### config.mk
export PLATFORM = sky130hd
export DESIGN_NAME = sum_checked_frame_receiver_top
export DESIGN_NICKNAME = d
export VERILOG_FILES = /design/src/scfr_pkg.sv /design/src/scfr_cfg_regs.sv /design/src/scfr_parser.sv /design/src/scfr_out_buf.sv /design/src/sum_checked_frame_receiver_top.sv
export SDC_FILE = /design/constraint.sdc
export NUM_CORES = 1
export LEC_CHECK = 0
export BUFFER_PORTS_ARGS = -buffer_cell sky130_fd_sc_hd__buf_2
export CORE_MARGIN = 2
export CORE_UTILIZATION = 50
export DETAILED_ROUTE_END_ITERATION = 10
export GPL_TIMING_DRIVEN = 0
export PLACE_DENSITY = 0.71
export SYNTH_ARGS = -nofsm -noshare
export SYNTH_HDL_FRONTEND = slang
export SYNTH_HIERARCHICAL = 1
export SYNTH_SLANG_ARGS = --single-unit
### constraint.sdc
create_clock -name clk_i -period 3.9 [get_ports clk_i]
set_input_delay 0.585 -clock clk_i [delete_from_list [all_inputs] [get_ports clk_i]]
set_output_delay 0.585 -clock clk_i [all_outputs]
set_load 0.02 [all_outputs]
### src/scfr_pkg.sv
// Shared types and constants of the sum-checked frame receiver.
package scfr_pkg;

  // Receive phases, one for each byte position of a frame.
  typedef enum logic [2:0] {
    PH_HEADER = 3'd0,
    PH_TYPE   = 3'd1,
    PH_CMD    = 3'd2,
    PH_LENHI  = 3'd3,
    PH_LENLO  = 3'd4,
    PH_PARAM  = 3'd5,
    PH_CHECK  = 3'd6,
    PH_END    = 3'd7
  } scfr_phase_e;

  typedef enum logic [1:0] {
    ST_OK        = 2'd0,
    ST_CHECKSUM  = 2'd1,
    ST_WRONG_TYP = 2'd2,
    ST_WRONG_CMD = 2'd3
  } scfr_status_e;

  typedef enum logic {
    KIND_PARAM  = 1'b0,
    KIND_STATUS = 1'b1
  } scfr_kind_e;

  // Register indexes on the configuration port.
  localparam logic REG_EXP_TYPE = 1'b0;
  localparam logic REG_EXP_CMD  = 1'b1;

  localparam logic [7:0] EXP_TYPE_RESET = 8'h01;
  localparam logic [7:0] EXP_CMD_RESET  = 8'h03;

  typedef struct packed {
    logic [7:0] exp_type;
    logic [7:0] exp_command;
  } scfr_cfg_t;

  typedef struct packed {
    scfr_kind_e   kind;
    logic [7:0]   payload;
    scfr_status_e status;
    logic [7:0]   command;
    logic [15:0]  length;
  } scfr_result_t;

endpackage

### src/scfr_cfg_regs.sv
// APB-style configuration registers holding the expected type and command.
module scfr_cfg_regs import scfr_pkg::*; (
  input  logic        clk_i,
  input  logic        rst_ni,
  input  logic        psel,
  input  logic        penable,
  input  logic        pwrite,
  input  logic [2:0]  paddr,
  input  logic [31:0] pwdata,
  output logic [31:0] prdata,
  output logic        pready,
  output scfr_cfg_t   cfg_o
);

  logic [7:0] exp_type_q, exp_type_d;
  logic [7:0] exp_cmd_q, exp_cmd_d;
  logic       wr_en;
  logic       reg_idx;

  assign pready  = 1'b1;
  assign reg_idx = paddr[2];
  assign wr_en   = psel && penable && pwrite && pready;

  always_comb begin
    exp_type_d = exp_type_q;
    exp_cmd_d  = exp_cmd_q;
    if (wr_en) begin
      unique case (reg_idx)
        REG_EXP_TYPE: exp_type_d = pwdata[7:0];
        REG_EXP_CMD:  exp_cmd_d  = pwdata[7:0];
        default:      exp_type_d = exp_type_q;
      endcase
    end
  end

  always_comb begin
    unique case (reg_idx)
      REG_EXP_TYPE: prdata = {24'd0, exp_type_q};
      REG_EXP_CMD:  prdata = {24'd0, exp_cmd_q};
      default:      prdata = 32'd0;
    endcase
  end

  always_ff @(posedge clk_i or negedge rst_ni) begin
    if (!rst_ni) begin
      exp_type_q <= EXP_TYPE_RESET;
      exp_cmd_q  <= EXP_CMD_RESET;
    end else begin
      exp_type_q <= exp_type_d;
      exp_cmd_q  <= exp_cmd_d;
    end
  end

  assign cfg_o.exp_type    = exp_type_q;
  assign cfg_o.exp_command = exp_cmd_q;

endmodule

### src/scfr_parser.sv
// Frame parser: phase tracking, length counting, checksum and status decision.
module scfr_parser import scfr_pkg::*; (
  input  logic         clk_i,
  input  logic         rst_ni,
  input  logic         accept_i,
  input  logic [7:0]   rx_byte_i,
  input  scfr_cfg_t    cfg_i,
  output logic         res_valid_o,
  output scfr_result_t res_o
);

  scfr_phase_e  phase_q, phase_d;
  logic [15:0]  count_q, count_d;
  logic [15:0]  len_q, len_d;
  logic [7:0]   sum_q, sum_d;
  logic [7:0]   type_q, type_d;
  logic [7:0]   cmd_q, cmd_d;
  logic [7:0]   chk_q, chk_d;
  logic [7:0]   sum_add;
  logic [15:0]  count_inc;
  logic [15:0]  len_full;
  scfr_status_e status;

  assign sum_add   = sum_q + rx_byte_i;
  assign count_inc = count_q + 16'd1;
  assign len_full  = {len_q[15:8], rx_byte_i};

  // Next state.
  always_comb begin
    phase_d = phase_q;
    count_d = count_q;
    len_d   = len_q;
    sum_d   = sum_q;
    type_d  = type_q;
    cmd_d   = cmd_q;
    chk_d   = chk_q;
    if (accept_i) begin
      unique case (phase_q)
        PH_HEADER: phase_d = PH_TYPE;
        PH_TYPE: begin
          type_d  = rx_byte_i;
          sum_d   = rx_byte_i;
          phase_d = PH_CMD;
        end
        PH_CMD: begin
          cmd_d   = rx_byte_i;
          sum_d   = sum_add;
          phase_d = PH_LENHI;
        end
        PH_LENHI: begin
          len_d   = {rx_byte_i, 8'h00};
          sum_d   = sum_add;
          phase_d = PH_LENLO;
        end
        PH_LENLO: begin
          len_d   = len_full;
          sum_d   = sum_add;
          count_d = 16'd0;
          // A frame without parameters goes straight to its checksum byte.
          phase_d = (len_full == 16'd0) ? PH_CHECK : PH_PARAM;
        end
        PH_PARAM: begin
          sum_d   = sum_add;
          count_d = count_inc;
          if (count_inc == len_q) begin
            phase_d = PH_CHECK;
          end
        end
        PH_CHECK: begin
          chk_d   = rx_byte_i;
          phase_d = PH_END;
        end
        PH_END:  phase_d = PH_HEADER;
        default: phase_d = PH_HEADER;
      endcase
    end
  end

  // The first fault in check order wins.
  always_comb begin
    priority if (chk_q != sum_q) begin
      status = ST_CHECKSUM;
    end else if (type_q != cfg_i.exp_type) begin
      status = ST_WRONG_TYP;
    end else if (cmd_q != cfg_i.exp_command) begin
      status = ST_WRONG_CMD;
    end else begin
      status = ST_OK;
    end
  end

  // Outputs.
  always_comb begin
    res_valid_o   = 1'b0;
    res_o.kind    = KIND_PARAM;
    res_o.payload = 8'd0;
    res_o.status  = ST_OK;
    res_o.command = 8'd0;
    res_o.length  = 16'd0;
    unique case (phase_q)
      PH_PARAM: begin
        res_valid_o   = accept_i;
        res_o.payload = rx_byte_i;
      end
      PH_END: begin
        res_valid_o   = accept_i;
        res_o.kind    = KIND_STATUS;
        res_o.status  = status;
        res_o.command = cmd_q;
        res_o.length  = len_q;
      end
      default: res_valid_o = 1'b0;
    endcase
  end

  always_ff @(posedge clk_i or negedge rst_ni) begin
    if (!rst_ni) begin
      phase_q <= PH_HEADER;
      count_q <= 16'd0;
      len_q   <= 16'd0;
      sum_q   <= 8'd0;
      type_q  <= 8'd0;
      cmd_q   <= 8'd0;
      chk_q   <= 8'd0;
    end else begin
      phase_q <= phase_d;
      count_q <= count_d;
      len_q   <= len_d;
      sum_q   <= sum_d;
      type_q  <= type_d;
      cmd_q   <= cmd_d;
      chk_q   <= chk_d;
    end
  end

endmodule

### src/scfr_out_buf.sv
// Output register with a skid stage between the parser and the result channel.
module scfr_out_buf import scfr_pkg::*; (
  input  logic         clk_i,
  input  logic         rst_ni,
  input  logic         push_i,
  input  scfr_result_t push_data_i,
  output logic         space_o,
  output logic         out_valid_o,
  input  logic         out_ready_i,
  output scfr_result_t out_data_o
);

  logic         out_valid_q, out_valid_d;
  logic         skid_valid_q, skid_valid_d;
  scfr_result_t out_data_q, out_data_d;
  scfr_result_t skid_data_q, skid_data_d;
  logic         pop;

  assign pop     = out_valid_q && out_ready_i;
  // Input may be taken as long as the skid stage is free.
  assign space_o = !skid_valid_q;

  always_comb begin
    out_valid_d  = out_valid_q;
    skid_valid_d = skid_valid_q;
    out_data_d   = out_data_q;
    skid_data_d  = skid_data_q;
    if (pop) begin
      if (skid_valid_q) begin
        out_data_d   = skid_data_q;
        skid_valid_d = 1'b0;
      end else if (push_i) begin
        out_data_d = push_data_i;
      end else begin
        out_valid_d = 1'b0;
      end
    end else if (push_i) begin
      if (!out_valid_q) begin
        out_data_d  = push_data_i;
        out_valid_d = 1'b1;
      end else begin
        skid_data_d  = push_data_i;
        skid_valid_d = 1'b1;
      end
    end
  end

  always_ff @(posedge clk_i or negedge rst_ni) begin
    if (!rst_ni) begin
      out_valid_q  <= 1'b0;
      skid_valid_q <= 1'b0;
    end else begin
      out_valid_q  <= out_valid_d;
      skid_valid_q <= skid_valid_d;
    end
  end

  always_ff @(posedge clk_i) begin
    out_data_q  <= out_data_d;
    skid_data_q <= skid_data_d;
  end

  assign out_valid_o = out_valid_q;
  assign out_data_o  = out_data_q;

endmodule

### src/sum_checked_frame_receiver_top.sv
// Top level of the sum-checked frame receiver.
//
// Received bytes enter on the input channel (rx_byte_i, in_valid_i/in_ready_o),
// one per beat. A frame is header, type, command, two big-endian length bytes,
// that many parameter bytes, a checksum byte and an end byte. Each parameter
// byte leaves on the result channel as a beat with item_kind 0. The end byte
// gives one status beat with item_kind 1, carrying the frame status, command
// and length; the consumer drops the payload of a frame whose status is not ok.
// Other bytes produce no result beat.
// Every input byte is handled in the cycle it is accepted and its result is
// registered. One byte per cycle is sustained; the only limit is the output
// register plus a one-entry skid stage, so input stalls after two results wait
// unread. Expected type and command are written over the APB port (byte
// addresses 0 and 4) while the block is idle, which the user must ensure; the
// block does not enforce it. Reset returns the parser to the header byte,
// empties the output stages and loads type 1 and command 3.
module sum_checked_frame_receiver_top import scfr_pkg::*; (
  input  logic        clk_i,
  input  logic        rst_ni,
  input  logic [7:0]  rx_byte_i,
  input  logic        in_valid_i,
  output logic        in_ready_o,
  output logic        out_valid_o,
  input  logic        out_ready_i,
  output logic        item_kind_o,
  output logic [7:0]  payload_byte_o,
  output logic [1:0]  frame_status_o,
  output logic [7:0]  frame_command_o,
  output logic [15:0] frame_length_o,
  input  logic        psel,
  input  logic        penable,
  input  logic        pwrite,
  input  logic [2:0]  paddr,
  input  logic [31:0] pwdata,
  output logic [31:0] prdata,
  output logic        pready
);

  scfr_cfg_t    cfg;
  scfr_result_t res;
  scfr_result_t out_data;
  logic         res_valid;
  logic         space;
  logic         accept;

  assign in_ready_o = space;
  assign accept     = in_valid_i && space;

  scfr_cfg_regs u_cfg (
    .clk_i   (clk_i),
    .rst_ni  (rst_ni),
    .psel    (psel),
    .penable (penable),
    .pwrite  (pwrite),
    .paddr   (paddr),
    .pwdata  (pwdata),
    .prdata  (prdata),
    .pready  (pready),
    .cfg_o   (cfg)
  );

  scfr_parser u_parser (
    .clk_i       (clk_i),
    .rst_ni      (rst_ni),
    .accept_i    (accept),
    .rx_byte_i   (rx_byte_i),
    .cfg_i       (cfg),
    .res_valid_o (res_valid),
    .res_o       (res)
  );

  scfr_out_buf u_out (
    .clk_i       (clk_i),
    .rst_ni      (rst_ni),
    .push_i      (res_valid),
    .push_data_i (res),
    .space_o     (space),
    .out_valid_o (out_valid_o),
    .out_ready_i (out_ready_i),
    .out_data_o  (out_data)
  );

  assign item_kind_o     = out_data.kind;
  assign payload_byte_o  = out_data.payload;
  assign frame_status_o  = out_data.status;
  assign frame_command_o = out_data.command;
  assign frame_length_o  = out_data.length;

endmodule

==> run_results.csv, run 1 <==
group,metric,value,unit
status,outcome,"complete, no violations",
synthesis,post_synth_instance_area,0.00791,sq mm
timing,worst_slack,1.16,ns
drt,dr.pass1.iters,5,
layout,fin_nets,808,
cts,cts_hold_buffers,0,
drt,detail_route.wirelength,15.9,mm
worst_hold_path,min-delay-path-class,"in2async",
die,die_width,130,um
critical_path,timing.critical_path.arrival,3.02,ns
global_routing,gr-usage-all-layers,20.0,%
cts,cts_max_level,4,
die,die_height,130,um
drt,via_count,5196,
layout,diodes,0,
die,floorplan.rows,45,
pwr,power_leakage,3.98,nW
global_routing,gr-total-overflow,0,
critical_path,crit_fanout,10,
synthesis,ys_seq_elements,155,
die,design.die.area,0.0168,sq mm
timing,final_cycle_share,70.3,%
synthesis,synth_enable_flop_cells,70,
synthesis,synth_seq_area_share,53.5,%
synthesis,synth_area_leader_cell,"edfxtp_1",
timing,max_freq,365,MHz
pwr,power.density,672,mW/mm^2
synthesis,syn_avg_cell_area,12.4,sq um
timing,final_hold_viol_count,0,
global_routing,first_pass_grt_wire_length,25.8,mm
synthesis,synth-async-reset-ratio,54.8,%
timing,report.final.slew_viol_count,0,
critical_path,setup.worst_path.start_class,"register",
die,floorplan.core_area,0.0153,sq mm
synthesis,synthesis.instances,637,
die,floorplan.initialDensity,51.7,%
placed_design,number_of_buffer_cells_added_on_primary_ports,67,
global_routing,initial_antenna_violation_count,0,
placed_design,post_dp_cell_area,0.00869,sq mm
global_routing,grt_start_max_net_pins,65,
layout,finalInstanceArea,0.00928,sq mm
layout,core_util_final,60.6,%
drt,drc,0,
placed_design,detailed_place_hpwl,11.3,mm
drt,antenna_viol_nets_final,0,
synthesis,synth_commonest_cells,"82 x dfrtp_1, 70 x edfxtp_1, 58 x mux2_2, 34 x and2_1, 31 x nand2_1",
synthesis,yosysWarnings,6,
global_routing,grt_pass1_vias,4994,
cts,cts_setup_buffers,0,
cts,cts_made_buffers,17,
timing,hold_ws,0.0594,ns
timing,layout_min_cycle_time,2.74,ns
cts,cts_tree,"done",
cts,cts_sinks,155,
layout,multi_input_comb_area,0.00340,sq mm
cts,clock-root-buffer,"clkbuf_16",
die,io_pins,120,
layout,syn2layout_area_growth,17.3,%
synthesis,synth_ff_type,"dfrtp_1",
cts,post_cts_resize_count,0,
job,maxCapViolCount,0,
cts,worst_skew_pair.late_latency,0.43,ns
critical_path,end_kind,"register",
layout,sequential_cell_area,0.00423,sq mm
critical_path,rr_endpoint,"u_parser/phase_q[0]",
timing,max-slew-margin-rel,43.6,%
drt,routed_via_density,5.34,
placed_design,gp_congestion,0.914,
timing,worst_pin_slew,0.846,ns
synthesis,post_synth_num_cell_types,66,
critical_path,timing.setup.critical_path_class,"reg2reg",
layout,final_layout_size_suffix_gt1_share,32.2,%
cts,clock_path_buffers,2,
timing,skew,0.00638,ns
synthesis,synthMostInstantiatedCell,"dfrtp_1",
cts,clk_pin_slew_worst_paths,0.06,ns
critical_path,worstRegToRegCells,8,
pwr,vdd_ir_drop_max,0.389,mV
critical_path,critPathRequiredTime,4.18,ns
critical_path,r2r_setup_slack,1.16,ns
layout,number_of_filler_cells_placed_in_the_layout,1207,
critical_path,critical_path.reg2reg.startpoint,"u_parser/count_q[0]",
timing,grt_setup_unrepaired,"no",
drt,detail_route.iter0.violations,443,
pwr,power.total,6.24,mW
drt,routed_wire_length_per_instance,16.3,um
synthesis,post_synth_main_area_contributors,"edfxtp_1 27%, dfrtp_1 26%, mux2_2 8.3%",
timing,setup_violations,0,
placed_design,dp_slack,1.11,ns
synthesis,share_of_the_synthesized_area_in_the_top_cell_type,26.6,%
[power breakdown]
part / internal (mW) / leakage (nW) / switching [mW]
combinational: 0.960 / 1.97 / 1.10
sequential: 2.17 / 1.72 / 0.375
clock: 0.952 / 0.286 / 0.675
[layer usage]
layer / track usage [%] / share of wire [%]
met4: 9.17 / 2.4
met5: 0 / 0
met2: 30.9 / 48
met3: 4.18 / 4.6
met1: 27.3 / 45
[kinds of logic after synthesis]
logic type      Yosys count  share of synthesized area [%]
buf+inv                  64                           4.76
other cells               2                         0.0949
mux                      93                           14.6
xor+xnor                 49                           5.42
flops                   155                           53.5
fa+ha+maj                 9                           1.52
compound gates           98                           7.54
simple gates            167                           12.6
[metrics by stage]
step | TNS [ns] | instances
finish | 0 | 973
global route | 0 | 973
CTS | 0 | 973
detailed placement | 0 | 941
global placement | -9.84 | 938
floorplan | 0 | 660
[cells in the final DEF, fill, tap and decap left out, types with 9 or more instances in the layout]
| master | netlist | routed |
|---|---|---|
| dfrtp_1 | 82 | 82 |
| buf_2 | 6 | 72 |
| edfxtp_1 | 70 | 70 |
| mux2_2 | 58 | 58 |
| and2_1 | 34 | 34 |
| nand2_1 | 31 | 31 |
| mux2_4 | 30 | 30 |
| xnor2_1 | 28 | 28 |
| o21ai_0 | 28 | 28 |
| buf_4 | 26 | 27 |
| conb_1 | 2 | 25 |
| nor2_1 | 25 | 25 |
| a21oi_1 | 25 | 24 |
| xor2_1 | 21 | 21 |
| clkbuf_16 | 0 | 17 |
| clkbuf_1 | 16 | 16 |
| nand3_1 | 11 | 11 |
| nor4_1 | 11 | 11 |
| nor3_1 | 11 | 11 |
| inv_1 | 9 | 9 |
[area by class of cell]
cell class / instances / area share [%]
Buffer: 55 / 3.69
Timing Repair Buffer: 70 / 4.53
Tap cell: 211 / 2.84
Multi-Input combinational cell: 441 / 36.6
Inverter: 9 / 0.364
Sequential cell: 155 / 45.6
Clock buffer: 17 / 4.58
Clock inverter: 15 / 1.75
[critical path: stages, from the launching register on]
cell	delay [ns]
dfrtp_1	0.47
ha_1	0.18
buf_2	0.18
nand3_2	0.25
o21a_1	0.27
or4_1	0.50
a22o_1	0.22
o31ai_2	0.38
o211ai_1	0.14
[how the worst max path moves through the flow]
stage | from | slack, ns | depth (start not counted) | endpoint
global placement | in_valid_i | -0.28 | 6 | u_out/out_data_o[6]
CTS | u_parser/count_q[0] | 1.22 | 8 | u_parser/phase_q[0]
detailed placement | in_valid_i | 1.11 | 6 | u_out/skid_data_q[20]
floorplan | u_out/skid_valid_q | 0.46 | 6 | u_out/out_data_o[0]
finish | u_parser/count_q[0] | 1.16 | 8 | u_parser/phase_q[0]
global route | u_out/skid_valid_q | 1.02 | 6 | u_out/skid_data_q[25]
[registers in the layout (all words and copies together), names as in the netlist]
| signal | cells |
|---|---|
| u_out/out_data_o | 35 |
| u_out/skid_data_q | 35 |
| u_parser/count_q | 16 |
| u_parser/len_q | 16 |
| u_cfg/exp_cmd_q | 8 |
| u_cfg/exp_type_q | 8 |
| u_parser/chk_q | 8 |
| u_parser/cmd_q | 8 |
| u_parser/sum_q | 8 |
| u_parser/type_q | 8 |
| u_parser/phase_q | 3 |
| u_out/out_valid_o | 1 |
| u_out/skid_valid_q | 1 |
No activity file was read; power rests on OpenSTA's default activity.
==> inputs of run 2 (changes only) <==
==> constraint.sdc (replaced) <==
create_clock -name clk_i -period 2.65 [get_ports clk_i]
set_input_delay 0.3975 -clock clk_i [delete_from_list [all_inputs] [get_ports clk_i]]
set_output_delay 0.3975 -clock clk_i [all_outputs]
set_load 0.02 [all_outputs]
==> run 2 against run 1 <==
  * Register-to-register slack got worse by 1.0 ns
  * Clock-buffer cell count did not move
  * Critical path type unchanged
  * Global-route usage fell by 0.67 points
  * Non-clock buffer count fell by 1
  * Sequential power rose by 47%
  * Clock power rose by 61%
  * Clock skew fell by 0.0010 ns
  * Core utilization rose by 0.41 points
  * Highest routed layer unchanged
  * Worst hold slack improved by 0.16 ns
==> run_results.csv, run 2 (synthesis results as in run 1) <==
group,metric,value,unit
status,outcome,"complete, no violations",
cts,clock_path_buffers,2,
die,floorplan.core_area,0.0153,sq mm
die,die_width,130,um
global_routing,grt_pass1_vias,4952,
cts,cts_setup_buffers,0,
die,floorplan.rows,45,
critical_path,critical_path.reg2reg.startpoint,"u_parser/count_q[1]",
drt,detail_route.iter0.violations,421,
placed_design,detailed_place_hpwl,11.1,mm
critical_path,crit_fanout,10,
drt,via_count,5227,
die,floorplan.initialDensity,51.7,%
cts,cts_made_buffers,17,
die,io_pins,120,
worst_hold_path,worst_hold_startpoint,"pwdata[3]",
drt,drc,0,
cts,cts_sinks,155,
timing,grt_setup_unrepaired,"no",
timing,final_hold_viol_count,0,
critical_path,rr_endpoint,"u_parser/phase_q[0]",
die,die_height,130,um
pwr,vdd_ir_drop_max,0.619,mV
layout,multi_input_comb_area,0.00345,sq mm
timing,skew,0.00536,ns
layout,finalInstanceArea,0.00934,sq mm
pwr,power.total,9.42,mW
critical_path,r2r_setup_slack,0.14,ns
global_routing,grt_start_max_net_pins,66,
placed_design,post_dp_cell_area,0.00864,sq mm
timing,layout_min_cycle_time,2.51,ns
layout,fin_nets,808,
placed_design,number_of_buffer_cells_added_on_primary_ports,67,
timing,worst_pin_slew,0.795,ns
job,maxCapViolCount,0,
drt,antenna_viol_nets_final,0,
critical_path,critical-path-slowest-cell,"or4_1",
critical_path,worstRegToRegCells,8,
layout,number_of_filler_cells_placed_in_the_layout,1188,
timing,report.final.slew_viol_count,0,
global_routing,first_pass_grt_wire_length,25.1,mm
critical_path,end_kind,"register",
layout,layout_commonest_cell,"dfrtp_1",
worst_hold_path,min-delay-path-class,"in2reg",
global_routing,gr-usage-all-layers,19.3,%
timing,setup_violations,0,
cts,clock-root-buffer,"clkbuf_16",
layout,sequential_cell_area,0.00423,sq mm
timing,max_freq,399,MHz
drt,routed_via_density,5.37,
critical_path,critPathRequiredTime,2.93,ns
drt,detail_route.wirelength,15.9,mm
timing,max-slew-margin-rel,47.0,%
drt,dr.pass1.iters,5,
die,design.die.area,0.0168,sq mm
cts,cts_max_level,4,
critical_path,path_cells,"ha_1 -> buf_2 -> nand3_4 -> o21a_1 -> or4_1 -> a22o_1 -> o31ai_4 -> o211ai_1",
cts,worst_skew_pair.late_latency,0.42,ns
layout,diodes,0,
timing,final_cycle_share,94.6,%
pwr,power.density,1010,mW/mm^2
critical_path,timing.setup.critical_path_class,"reg2reg",
critical_path,setup.worst_path.start_class,"register",
drt,routed_wire_length_per_instance,16.3,um
worst_hold_path,holdPathEnd,"u_cfg/exp_cmd_q[3]",
layout,most-common-layout-cells,"81 x dfrtp_1, 72 x buf_2, 70 x edfxtp_1",
cts,clk_pin_slew_worst_paths,0.06,ns
worst_hold_path,hold-path-cell-count,2,
placed_design,gp_congestion,0.910,
pwr,power_leakage,4.00,nW
layout,final_layout_size_suffix_gt1_share,32.3,%
global_routing,initial_antenna_violation_count,0,
cts,cts_tree,"done",
global_routing,gr-total-overflow,0,
critical_path,timing.critical_path.arrival,2.79,ns
layout,core_util_final,61.0,%
critical_path,critPathMaxStageDelay,0.50,ns
layout,syn2layout_area_growth,18.1,%
[run 2: what timing repair did]
item	CTS	global route
endpoints found under the setup margin	0	45
endpoints found under the hold margin	20	0
hold buffers	1	0
resized for setup	0	7
[run 2: worst max path at each step]
| stage | cells past startpoint | slack [ns] | start | to |
|---|---|---|---|---|
| 6_report | 8 | 0.14 | u_parser/count_q[1] | u_parser/phase_q[0] |
| 5_1_grt | 5 | 0.006 | u_out/skid_valid_q | u_out/skid_data_q[26] |
| 4_1_cts | 6 | 0.004 | u_out/skid_valid_q | u_out/out_data_o[5] |
| 3_5_place_dp | 6 | 0.01 | u_out/skid_valid_q | u_out/out_data_o[8] |
| 3_3_place_gp | 5 | -0.26 | u_out/skid_valid_q | u_out/skid_data_q[23] |
| 2_1_floorplan | 5 | 0.12 | u_out/skid_valid_q | u_out/skid_data_q[0] |
[run 2: layout make-up]
| type | instances | share of cell area [%] |
|---|---|---|
| Tap cell | 211 | 2.83 |
| Clock inverter | 15 | 2.36 |
| Buffer | 55 | 3.68 |
| Inverter | 9 | 0.362 |
| Multi-Input combinational cell | 442 | 36.9 |
| Timing Repair Buffer | 69 | 4.02 |
| Clock buffer | 17 | 4.55 |
| Sequential cell | 155 | 45.3 |
[run 2: report_power, final]
part / total [mW] / switching [mW] / internal (mW) / leakage [nW]
clock network: 2.63 / 0.956 / 1.67 / 0.311
logic: 3.03 / 1.63 / 1.39 / 1.98
registers: 3.76 / 0.555 / 3.20 / 1.72
[run 2: critical path, delay by kind of cell, from the launching register on]
kind / cells / cell delay, ns
AOI/OAI and AO/OA: 4 / 0.90
adders and majority gates: 1 / 0.18
buffers and inverters: 1 / 0.19
DFF: 1 / 0.43
and+or+nand+nor: 2 / 0.67
[run 2: per-layer routing]
layer | share of wire [%] | track usage, % | vias to the layer above
met3 | 5.4 | 3.77 | 31
met5 | 0 | 0 | -
met4 | 2.2 | 7.78 | 0
li1 | - | - | 2498
met1 | 44 | 25.7 | 2537
met2 | 49 | 31.3 | 161
[run 2: stage by stage]
| stage | hold WS [ns] | worst slack (ns) | setup TNS, ns | std cells |
|---|---|---|---|---|
| finish | 0.222 | 0.143 | 0 | 973 |
| global route | 0.207 | 0.00598 | 0 | 973 |
| CTS | 0.208 | 0.00374 | 0 | 972 |
| detailed placement | 0.313 | 0.00958 | 0 | 939 |
| global placement | 0.478 | -0.260 | -9.04 | 938 |
| floorplan | 0.102 | 0.123 | 0 | 660 |
